===== src/rtl/core/sha1hs_pkg.sv =====
// ----------------------------------------------------------------------------
// sha1hs_pkg
// Shared types and constants for the SHA-1 byte stream hasher.
// ----------------------------------------------------------------------------
package sha1hs_pkg;

  localparam logic [31:0] H0 = 32'h67452301;
  localparam logic [31:0] H1 = 32'hEFCDAB89;
  localparam logic [31:0] H2 = 32'h98BADCFE;
  localparam logic [31:0] H3 = 32'h10325476;
  localparam logic [31:0] H4 = 32'hC3D2E1F0;

  localparam logic [31:0] K0 = 32'h5A827999;
  localparam logic [31:0] K1 = 32'h6ED9EBA1;
  localparam logic [31:0] K2 = 32'h8F1BBCDC;
  localparam logic [31:0] K3 = 32'hCA62C1D6;

  localparam logic [7:0] PAD_BYTE = 8'h80;
  localparam logic [5:0] LEN_POS  = 6'd56;
  localparam logic [6:0] LAST_RND = 7'd79;
  localparam logic [2:0] LAST_IDX = 3'd4;

  // one queued command from the front end
  typedef struct packed {
    logic [7:0] data;
    logic       has_byte;
    logic       eom;
  } cmd_t;

  // digest handoff between engine and output stage
  typedef struct packed {
    logic        load;
    logic [31:0] w0;
    logic [31:0] w1;
    logic [31:0] w2;
    logic [31:0] w3;
    logic [31:0] w4;
  } dig_t;

  typedef enum logic [3:0] {
    S_IDLE  = 4'b0001,
    S_PAD   = 4'b0010,
    S_ROUND = 4'b0100,
    S_ADD   = 4'b1000
  } eng_state_t;

endpackage


===== src/rtl/core/sha1hs_front.sv =====
// ----------------------------------------------------------------------------
// sha1hs_front
// Accepts input items, drops empty ones and queues commands for the engine.
// ----------------------------------------------------------------------------
module sha1hs_front import sha1hs_pkg::*; (
  input  logic       clk,
  input  logic       rst,
  input  logic       msg_valid,
  output logic       msg_stall,
  input  logic [7:0] data_byte,
  input  logic       has_byte,
  input  logic       end_of_message,
  output logic       q_valid,
  output cmd_t       q_head,
  input  logic       q_pop
);

  cmd_t       mem [4];
  logic [1:0] wr_ptr;
  logic [1:0] rd_ptr;
  logic [2:0] count;
  logic       push;
  logic       keep;

  assign msg_stall = (count == 3'd4);
  // an item with neither byte nor end does nothing
  assign keep      = has_byte | end_of_message;
  assign push      = msg_valid & ~msg_stall & keep;
  assign q_valid   = (count != 3'd0);
  assign q_head    = mem[rd_ptr];

  always_ff @(posedge clk) begin
    if (push) begin
      mem[wr_ptr] <= '{data: data_byte, has_byte: has_byte, eom: end_of_message};
    end
  end

  always_ff @(posedge clk) begin
    if (rst) begin
      wr_ptr <= '0;
      rd_ptr <= '0;
      count  <= '0;
    end else begin
      if (push) wr_ptr <= wr_ptr + 2'd1;
      if (q_pop) rd_ptr <= rd_ptr + 2'd1;
      unique case ({push, q_pop})
        2'b10:   count <= count + 3'd1;
        2'b01:   count <= count - 3'd1;
        default: count <= count;
      endcase
    end
  end

endmodule


===== src/rtl/core/sha1hs_engine.sv =====
// ----------------------------------------------------------------------------
// sha1hs_engine
// Block assembly, padding and the 80-round compression, one round a cycle.
// ----------------------------------------------------------------------------
module sha1hs_engine import sha1hs_pkg::*; (
  input  logic clk,
  input  logic rst,
  input  logic q_valid,
  input  cmd_t q_head,
  output logic q_pop,
  input  logic out_free,
  output dig_t dig
);

  eng_state_t  state;
  logic [31:0] w [16];
  logic [23:0] acc;
  logic [5:0]  fill;
  logic [63:0] msg_bits;
  logic [63:0] len;
  logic        pad_first;
  logic        len_phase;
  logic        pad_active;
  logic        final_blk;
  logic [6:0]  rnd;
  logic [31:0] a, b, c, d, e;
  logic [31:0] chain [5];

  logic        put_en;
  logic [7:0]  put_val;
  logic        wrap;
  logic [7:0]  len_byte;
  logic [31:0] f, k, t, w_new, x;

  assign q_pop    = (state == S_IDLE) & q_valid;
  assign len_byte = len[{~fill[2:0], 3'b000} +: 8];

  always_comb begin
    put_en  = 1'b0;
    put_val = q_head.data;
    priority if (state == S_IDLE) begin
      put_en = q_pop & q_head.has_byte;
    end else if (state == S_PAD) begin
      put_en = 1'b1;
      priority if (pad_first)                   put_val = PAD_BYTE;
      else if (len_phase || (fill == LEN_POS))  put_val = len_byte;
      else                                      put_val = 8'h00;
    end
  end

  assign wrap = put_en & (fill == 6'd63);

  always_comb begin
    priority if (rnd < 7'd20) begin
      f = (b & c) | (~b & d);          k = K0;
    end else if (rnd < 7'd40) begin
      f = b ^ c ^ d;                   k = K1;
    end else if (rnd < 7'd60) begin
      f = (b & c) | (b & d) | (c & d); k = K2;
    end else begin
      f = b ^ c ^ d;                   k = K3;
    end
  end

  assign t     = {a[26:0], a[31:27]} + f + e + k + w[0];
  assign x     = w[13] ^ w[8] ^ w[2] ^ w[0];
  assign w_new = {x[30:0], x[31]};

  assign dig.load = (state == S_ADD) & final_blk & out_free;
  assign dig.w0   = chain[0] + a;
  assign dig.w1   = chain[1] + b;
  assign dig.w2   = chain[2] + c;
  assign dig.w3   = chain[3] + d;
  assign dig.w4   = chain[4] + e;

  // schedule window: w[0] is the word for the current round
  always_ff @(posedge clk) begin
    if (put_en) begin
      acc <= {acc[15:0], put_val};
      if (fill[1:0] == 2'd3) begin
        for (int i = 0; i < 15; i++) w[i] <= w[i+1];
        w[15] <= {acc, put_val};
      end
    end else if (state == S_ROUND) begin
      for (int i = 0; i < 15; i++) w[i] <= w[i+1];
      w[15] <= w_new;
    end
  end

  always_ff @(posedge clk) begin
    if (rst) begin
      state      <= S_IDLE;
      fill       <= '0;
      msg_bits   <= '0;
      pad_first  <= 1'b0;
      len_phase  <= 1'b0;
      pad_active <= 1'b0;
      final_blk  <= 1'b0;
      rnd        <= '0;
      chain      <= '{H0, H1, H2, H3, H4};
    end else begin
      if (put_en) fill <= fill + 6'd1;
      if (wrap) begin
        rnd <= '0;
        a <= chain[0]; b <= chain[1]; c <= chain[2]; d <= chain[3]; e <= chain[4];
      end
      unique case (state)
        S_IDLE: begin
          if (q_pop) begin
            if (q_head.has_byte) msg_bits <= msg_bits + 64'd8;
            if (q_head.eom) begin
              len        <= msg_bits + (q_head.has_byte ? 64'd8 : 64'd0);
              pad_active <= 1'b1;
              pad_first  <= 1'b1;
              len_phase  <= 1'b0;
            end
            priority if (wrap)    state <= S_ROUND;
            else if (q_head.eom)  state <= S_PAD;
          end
        end
        S_PAD: begin
          pad_first <= 1'b0;
          if (!pad_first && fill == LEN_POS) len_phase <= 1'b1;
          if (wrap) begin
            final_blk <= len_phase;
            state     <= S_ROUND;
          end
        end
        S_ROUND: begin
          e <= d;
          d <= c;
          c <= {b[1:0], b[31:2]};
          b <= a;
          a <= t;
          rnd <= rnd + 7'd1;
          if (rnd == LAST_RND) state <= S_ADD;
        end
        S_ADD: begin
          if (!final_blk) begin
            chain <= '{dig.w0, dig.w1, dig.w2, dig.w3, dig.w4};
            state <= pad_active ? S_PAD : S_IDLE;
          end else if (out_free) begin
            chain      <= '{H0, H1, H2, H3, H4};
            msg_bits   <= '0;
            pad_active <= 1'b0;
            final_blk  <= 1'b0;
            len_phase  <= 1'b0;
            state      <= S_IDLE;
          end
        end
        default: state <= S_IDLE;
      endcase
    end
  end

endmodule


===== src/rtl/core/sha1_hash_stream.sv =====
// ----------------------------------------------------------------------------
// sha1_hash_stream
// SHA-1 over a byte stream; emits the digest as five 32-bit words.
// ----------------------------------------------------------------------------
//  channel | handshake            | payload
//  msg     | msg_valid/msg_stall  | data_byte, has_byte, end_of_message
//  dig     | dig_valid/dig_stall  | digest_word, word_index, last_word
//
//  The engine takes bytes only while idle; a full block runs 80 rounds in
//  the single round unit plus the chaining add. End of message pads one byte
//  a cycle, pausing while a block compresses, and compresses one or two
//  blocks. A four-entry command queue lets input run ahead of the engine.
//  Reset is synchronous and clears all control. Digest words leave from a
//  shift register; a held digest stalls the engine only when the next is ready.
module sha1_hash_stream import sha1hs_pkg::*; (
  input  logic        clk,
  input  logic        rst,
  input  logic        msg_valid,
  output logic        msg_stall,
  input  logic [7:0]  data_byte,
  input  logic        has_byte,
  input  logic        end_of_message,
  output logic        dig_valid,
  input  logic        dig_stall,
  output logic [31:0] digest_word,
  output logic [2:0]  word_index,
  output logic        last_word
);

  logic        q_valid;
  cmd_t        q_head;
  logic        q_pop;
  dig_t        dig;
  logic        busy;
  logic [2:0]  idx;
  logic [31:0] dsh [5];

  sha1hs_front u_front (
    .clk, .rst, .msg_valid, .msg_stall, .data_byte, .has_byte, .end_of_message,
    .q_valid, .q_head, .q_pop
  );

  sha1hs_engine u_engine (
    .clk, .rst, .q_valid, .q_head, .q_pop, .out_free(~busy), .dig
  );

  assign dig_valid   = busy;
  assign digest_word = dsh[0];
  assign word_index  = idx;
  assign last_word   = (idx == LAST_IDX);

  always_ff @(posedge clk) begin
    if (dig.load) begin
      dsh <= '{dig.w0, dig.w1, dig.w2, dig.w3, dig.w4};
    end else if (busy && !dig_stall) begin
      for (int i = 0; i < 4; i++) dsh[i] <= dsh[i+1];
    end
  end

  always_ff @(posedge clk) begin
    if (rst) begin
      busy <= 1'b0;
      idx  <= '0;
    end else if (dig.load) begin
      busy <= 1'b1;
      idx  <= '0;
    end else if (busy && !dig_stall) begin
      idx <= idx + 3'd1;
      if (idx == LAST_IDX) busy <= 1'b0;
    end
  end

endmodule


===== config.mk =====
export PLATFORM = sky130hd
export DESIGN_NAME = sha1_hash_stream
export DESIGN_NICKNAME = d
export VERILOG_FILES = /design/src/rtl/core/sha1hs_pkg.sv /design/src/rtl/core/sha1hs_front.sv /design/src/rtl/core/sha1hs_engine.sv /design/src/rtl/core/sha1_hash_stream.sv
export SDC_FILE = /design/constraint.sdc
export NUM_CORES = 2
export LEC_CHECK = 0
export ABC_AREA = 1
export BUFFER_PORTS_ARGS = -buffer_cell sky130_fd_sc_hd__buf_4
export CAP_MARGIN = 10
export CORE_MARGIN = 5
export CORE_UTILIZATION = 50
export DETAILED_ROUTE_END_ITERATION = 16
export PLACE_DENSITY = 0.71
export RECOVER_POWER = 25
export SYNTH_ARGS = -nofsm -noshare
export SYNTH_HDL_FRONTEND = slang
export SYNTH_SLANG_ARGS = --single-unit

===== constraint.sdc =====
create_clock -name clk -period 22.8 [get_ports clk]
set_input_delay 0 -clock clk [delete_from_list [all_inputs] [get_ports clk]]
set_output_delay 0 -clock clk [all_outputs]
set_load 0.1 [all_outputs]

* Word-level counts from Yosys, hierarchy flattened
Memory sizes are Yosys's and may differ from the RTL's. A register that Yosys moved wholly into a read port is not among the register bits. Cells that the tools add are included.
Operators by class: add/subtract/negate cells 18, multiply operators 0, div/mod/pow operators 0, $lt $le $gt $ge 3, equality and inequality tests 23, shift operators 1, mux-type cells 87, bitwise logic cells 41, reduce and logical (&&, ||, !) cells 25
Operators with widths (count):
- $mux 32 | 31
- $mux 160 | 2
- $add 32x32->32 | 9
- $mux 128 | 2
- $mux 64 | 4
- $xor 32x32->32 | 5
- $and 32x32->32 | 4
- $pmux 64 s2 | 1
- $or 32x32->32 | 3
- $add 64x4->64 const B | 1
- $add 64x64->64 | 1
- $shiftx 64x7->8 | 1
- $mux 4 | 8
- $mux 8 | 4
- $not 32->32 | 1
- $mux 31 | 1
- $mux 1 | 23
- $or 1x1->1 | 17
- $pmux 4 s4 | 1
- $reduce_and 5->1 | 3
- $lt 7x6->1 const B | 2
- $mux 7 | 2
- $reduce_bool 2->1 | 7
- $eq 6x6->1 const B | 2
- 34 further kinds | 63
Word-level totals: register bits 664, latch bits 0, RAM bits 552, bits in read-only memories 0, bits of input ports 14, output and inout bits 38, memories kept 2
Memory list:
- u_engine.w | words 16, width 32, read ports 16, clocked after memory_dff 0, wr ports 16, RTL line sha1hs_engine.sv:16 | logic [31:0] w [16];
- u_front.mem | words 4, width 10, read ports 1, clocked after memory_dff 1, wr ports 1, RTL line sha1hs_front.sv:18 | cmd_t mem [4];

* Depth between registers and ports, before layout
depth after elaboration 11, depth in mapped cells 28

* By module
Synthesis repeated with hierarchy kept, for this count alone.
Second synthesis, totals: cells, all modules 7395, area total of the unflattened synthesis 65125.0 um2
Modules (own cells, without submodules):
- sha1hs_engine | instances 1, cells each 6599, area each 56300.2 um2, seq. area each 27576.4 um2
- sha1_hash_stream | instances 1, cells each 637, area each 6861.6 um2, seq. area each 4884.7 um2
- sha1hs_front | instances 1, cells each 159, area each 1963.1 um2, seq. area each 1381.3 um2

* Least setup slack after synthesis
Ideal clock, no wire load.
kind register -> register, start point register u_engine.state[0], end point memory u_engine.w[0][0], enable pin, setup time 3.653 ns, arrival 9.461 ns, setup slack 9.686 ns, cell stages (with the launch flop) 6, period minus slack after synthesis 13.114 ns, cells stage by stage dfxtp_1 > nor2_2 > nand3_1 > clkbuf_1 > clkbuf_1 > nand2_1
RTL lines:
- from (decl) | RTL line sha1hs_engine.sv:15 | eng_state_t state;
- from (signal assigned) | RTL line sha1hs_engine.sv:141 | state <= pad_active ? S_PAD : S_IDLE;
- to (decl) | RTL line sha1hs_engine.sv:16

* Worst setup path in the final report
start point register u_engine.rnd[4], end point register u_engine.a[14], data pin
Between the ends: longest elaborated chain between the ends 9, elaborated cells on any way between the ends 14, those cells by class add/sub: 4; order compare: 3; mux: 7
RTL lines:
- from (decl) | RTL line sha1hs_engine.sv:25 | logic [6:0] rnd;
- from (signal assigned) | RTL line sha1hs_engine.sv:135 | rnd <= rnd + 7'd1;
- $lt 7x6->1 | RTL line sha1hs_engine.sv:58 | end else if (rnd < 7'd60) begin
- $mux 32 | RTL line sha1hs_engine.sv:58
- $mux 32 | RTL line sha1hs_engine.sv:56 | end else if (rnd < 7'd40) begin
- $mux 32 | RTL line sha1hs_engine.sv:54 | priority if (rnd < 7'd20) begin
- $add 32x32->32 (2 in series) | RTL line sha1hs_engine.sv:65 | assign t = {a[26:0], a[31:27]} + f + e + k + w[0];
- $add 32x32->32 * (2 in series) | RTL line sha1hs_engine.sv:65
- $mux 32 * | RTL line sha1hs_engine.sv:107 | unique case (state)
- to (signal assigned) | RTL line sha1hs_engine.sv:105 | a <= chain[0]; b <= chain[1]; c <= chain[2]; d <= chain[3]; e <= chain[4];
- to (signal assigned) | RTL line sha1hs_engine.sv:134 | a <= t;
- to (decl) | RTL line sha1hs_engine.sv:26 | logic [31:0] a, b, c, d, e;
Every way passes the cells marked *; elsewhere a longest branch is shown, timed or not. A chain may end at the register's enable or synchronous reset.

==> summary.md <==
| Metric | Value |
|---|---|
| Status | `finished clean` |
| Die ar. | `0.137 mm^2` |
| Chip Width | `370 um` |
| Hold Crit Class | `primary input to flop` |
| Initial antenna violation count | `3` |
| Clk pin slew, worst setup/hold paths | `0.07 ns` |
| Synthesis Warnings | `0` |
| Tightest Pin Transition | `1.22 ns` |
| Final Max Tran Viols | `0` |
| Post-DRT Antenna Nets | `0` |
| Chip height | `370 um` |
| CTS H-tree depth | `4` |
| Tot Pwr | `0.00549 W` |
| Syn Inst Count | `7,282` |
| Core area | `0.129 mm^2` |
| Vias in the first global route | `49,200` |
| Reg2Reg Depth | `18` |
| FF-to-FF Start | `u_engine.rnd[4]` |
| Initial Util | `0.502` |
| Period utilization | `0.252` |
| Synthesized area | `0.0649 mm^2` |
| Post-CTS Resized | `0` |
| First-pass GRT wire length | `313,000 um` |
| Routed vias/inst | `5.60` |
| Setup TNS | `0 ns` |
| Asr flop ratio synth | `0` |
| Final min period | `5.74 ns` |
| Placement Rows | `132` |
| Hold path depth | `5` |
| DRC | `0` |
| Post-place setup slack | `17.15 ns` |
| Hold path start | `dig_stall` |
| TritonCTS buffer count | `132` |
| WL per Instance | `23.2 um` |
| Clock Tree Buf Depth | `3` |
| Critical Path End Type | `flop` |
| Clock Skew | `0.0459 ns` |
| EDFF count, synth | `957` |
| Share of cells above drive strength 1 | `0.0458` |
| CP Max Fanout | `21` |
| Setup CP Type | `flop to flop` |
| Largest net degree at the start of global routing | `225` |
| First-pass DRT Iterations | `9` |
| Critical Path AT | `6.27 ns` |
| Max-cap violations | `0` |
| Critical Path RT | `23.34 ns` |
| DRT iter0 DRCs | `5,488` |
| Final Hold Viols | `0` |
| R2r setup slk | `17.06 ns` |
| Worst reg2reg endpoint | `u_engine.a[14]` |
| Max Freq | `174 MHz` |
| Critical Path Start | `u_engine.rnd[4]` |
| Hold Path End | `word_index[1]` |
| TritonCTS clock tree | `yes` |
| Via count | `51,200` |
| Max-slew headroom | `0.190` |
| Register area share after synthesis | `0.522` |
| Port buffer count | `51` |
| Main synth FF type | `edfxtp_1` |
| Global route overflow | `0` |
| CTS root buf | `clkbuf_16` |
| Syn Area/Cell | `8.91 um^2` |
| GPL Wtd Cong | `1.03` |
| I/O pins | `52` |
| Final HPWL DP | `159,000 um` |
| Fin nets | `7,672` |
| Layout overhead on the synthesized area | `9.84%` |
| Count of cell types in the netlist | `52` |
| FF+latch count, synth | `1,212` |
| RSZ-0062 raised after global routing | `false` |
| Clk Latency, worst-skew pair | `0.79 ns` |
| Peak supply drop | `0.0733 mV` |
| Drt total wl | `212,000 um` |
| Tot GR Track Use | `0.307` |
| Setup crit start kind | `flop` |
| Final worst slack | `17.06 ns` |
| Setup violations, final | `0` |
| Lkg Pwr | `29.4 nW` |
| Cell Pwr Density | `77.1 mW/mm^2` |
| Synth Net Count | `7,654` |
| Clock sinks | `1,212` |
-- what timing repair did --
item	4_1_cts	5_1_grt
endpoints found under the setup margin	0	0
setup buffers	0	0
hold buffers	23	0
hold endpoints to repair	119	0
-- logic make-up (layout without fill, tap and decap cells) --
family,count (synthesis),count (layout),synth area share
and+or+nand+nor,3552,3552,0.228
DFF,1212,1212,0.522
buffers and inverters,1146,1268,0.0697
AOI/OAI and AO/OA,772,772,0.0646
adders and majority gates,358,358,0.0835
xor gates and xnor gates,242,242,0.0327
other,0,4,0
-- critical path, cell delays in order, from the launching register on --
cell and delay (ns):
dfxtp_1 0.43, nand2_1 0.15, nand3_1 0.13, buf_4 0.26, inv_1 0.45, nor2_1 0.70
fa_1 0.56, fa_1 0.51, inv_1 0.05, fa_1 0.50, inv_1 0.04, ha_1 0.34
a21oi_1 0.32, o211ai_1 0.32, nand2_1 0.13, nand2_1 0.13, or2_2 0.30, nand3_1 0.08
nand2_1 0.07
-- per-layer routing --
| metal | part of all wire | track usage |
|---|---|---|
| met2 | 0.45 | 0.483 |
| met1 | 0.41 | 0.415 |
| met3 | 0.084 | 0.0508 |
| met5 | 0.000066 | 0 |
| met4 | 0.059 | 0.155 |
-- per-stage QoR --
stage                     cell area (um^2)  utilization  cells  hold slack, ns
after floorplan                      64900            -   7282          0.0989
after global placement               66700        0.517   8885           0.202
after CTS                            71300        0.552   9146        0.000885
after detailed placement             66700        0.517   8885           0.207
after global routing                 71200        0.552   9146          0.0981
final                                71200        0.552   9150          0.0919
-- cell usage in the layout, fill, tap and decap left out, drive strengths merged, types with 26 or more instances in the layout --
cell type	netlist	routed
a21oi	403	403
and2	35	35
buf	120	64
clkbuf	105	198
clkinv	1	45
dfxtp	255	255
edfxtp	957	957
fa	125	125
ha	233	233
inv	920	927
nand2	2300	2300
nand3	460	460
nand4	124	124
nor2	490	490
nor3	88	88
o21ai	233	233
o21bai	26	26
o22ai	39	39
xnor2	125	125
xor2	117	117
-- where the power goes --
| part | total (W) | switching, W | internal [W] |
|---|---|---|---|
| clock network | 0.00215 | 0.000930 | 0.00122 |
| logic | 0.000777 | 0.000574 | 0.000203 |
| registers | 0.00257 | 0.0000684 | 0.00250 |
| total | 0.00549 | 0.00157 | 0.00392 |
-- synthesized netlist by cell type, drive strengths merged, types with 19 or more instances --
cell | n | area (um^2)
fa | 125 | 2500
clkbuf | 105 | 399
dfxtp | 255 | 5100
nor3 | 88 | 478
or2 | 22 | 138
inv | 920 | 3450
buf | 120 | 666
nand3 | 460 | 2310
ha | 233 | 2920
o221ai | 20 | 175
nand2 | 2300 | 8680
nor2 | 490 | 1930
xor2 | 117 | 1020
and2 | 35 | 219
nand4 | 124 | 776
edfxtp | 957 | 28700
o21ai | 233 | 1170
o22ai | 39 | 244
a21oi | 403 | 2020
nand3b | 19 | 143
xnor2 | 125 | 1090
o21a | 21 | 158
o21bai | 26 | 195
-- layout make-up --
type	instances	area, um^2
diodes	4	10.0
clock buffers	176	3540
clock inverters	62	806
fillers	11700	57900
inverters	921	3460
multi-input cells	4924	26500
flip-flops and latches	1212	33800
well taps	1742	2180
repair buffers	109	857
-- worst max-delay path by stage --
stage / cells after the start / end
detailed placement: 18 / u_engine.a[14]
floorplan: 5 / u_engine.w[0][0]
finish: 18 / u_engine.a[14]
global placement: 18 / u_engine.a[14]
global route: 18 / u_engine.a[10]
CTS: 18 / u_engine.a[12]
-- state kept, by name (all words and copies together), names as in the netlist, 2 cells and up, named ones only --
register,count
u_engine.w,512
u_engine.chain,160
dsh,128
u_engine.len,61
u_engine.msg_bits,61
u_front.mem,40
digest_word,32
u_engine.a,32
u_engine.b,32
u_engine.c,32
u_engine.d,32
u_engine.e,32
u_engine.acc,24
u_engine.rnd,7
u_engine.fill,6
u_engine.state,4
u_front.count,3
word_index,3
u_front.rd_ptr,2
u_front.wr_ptr,2
Power figures use the tool's default switching activity.
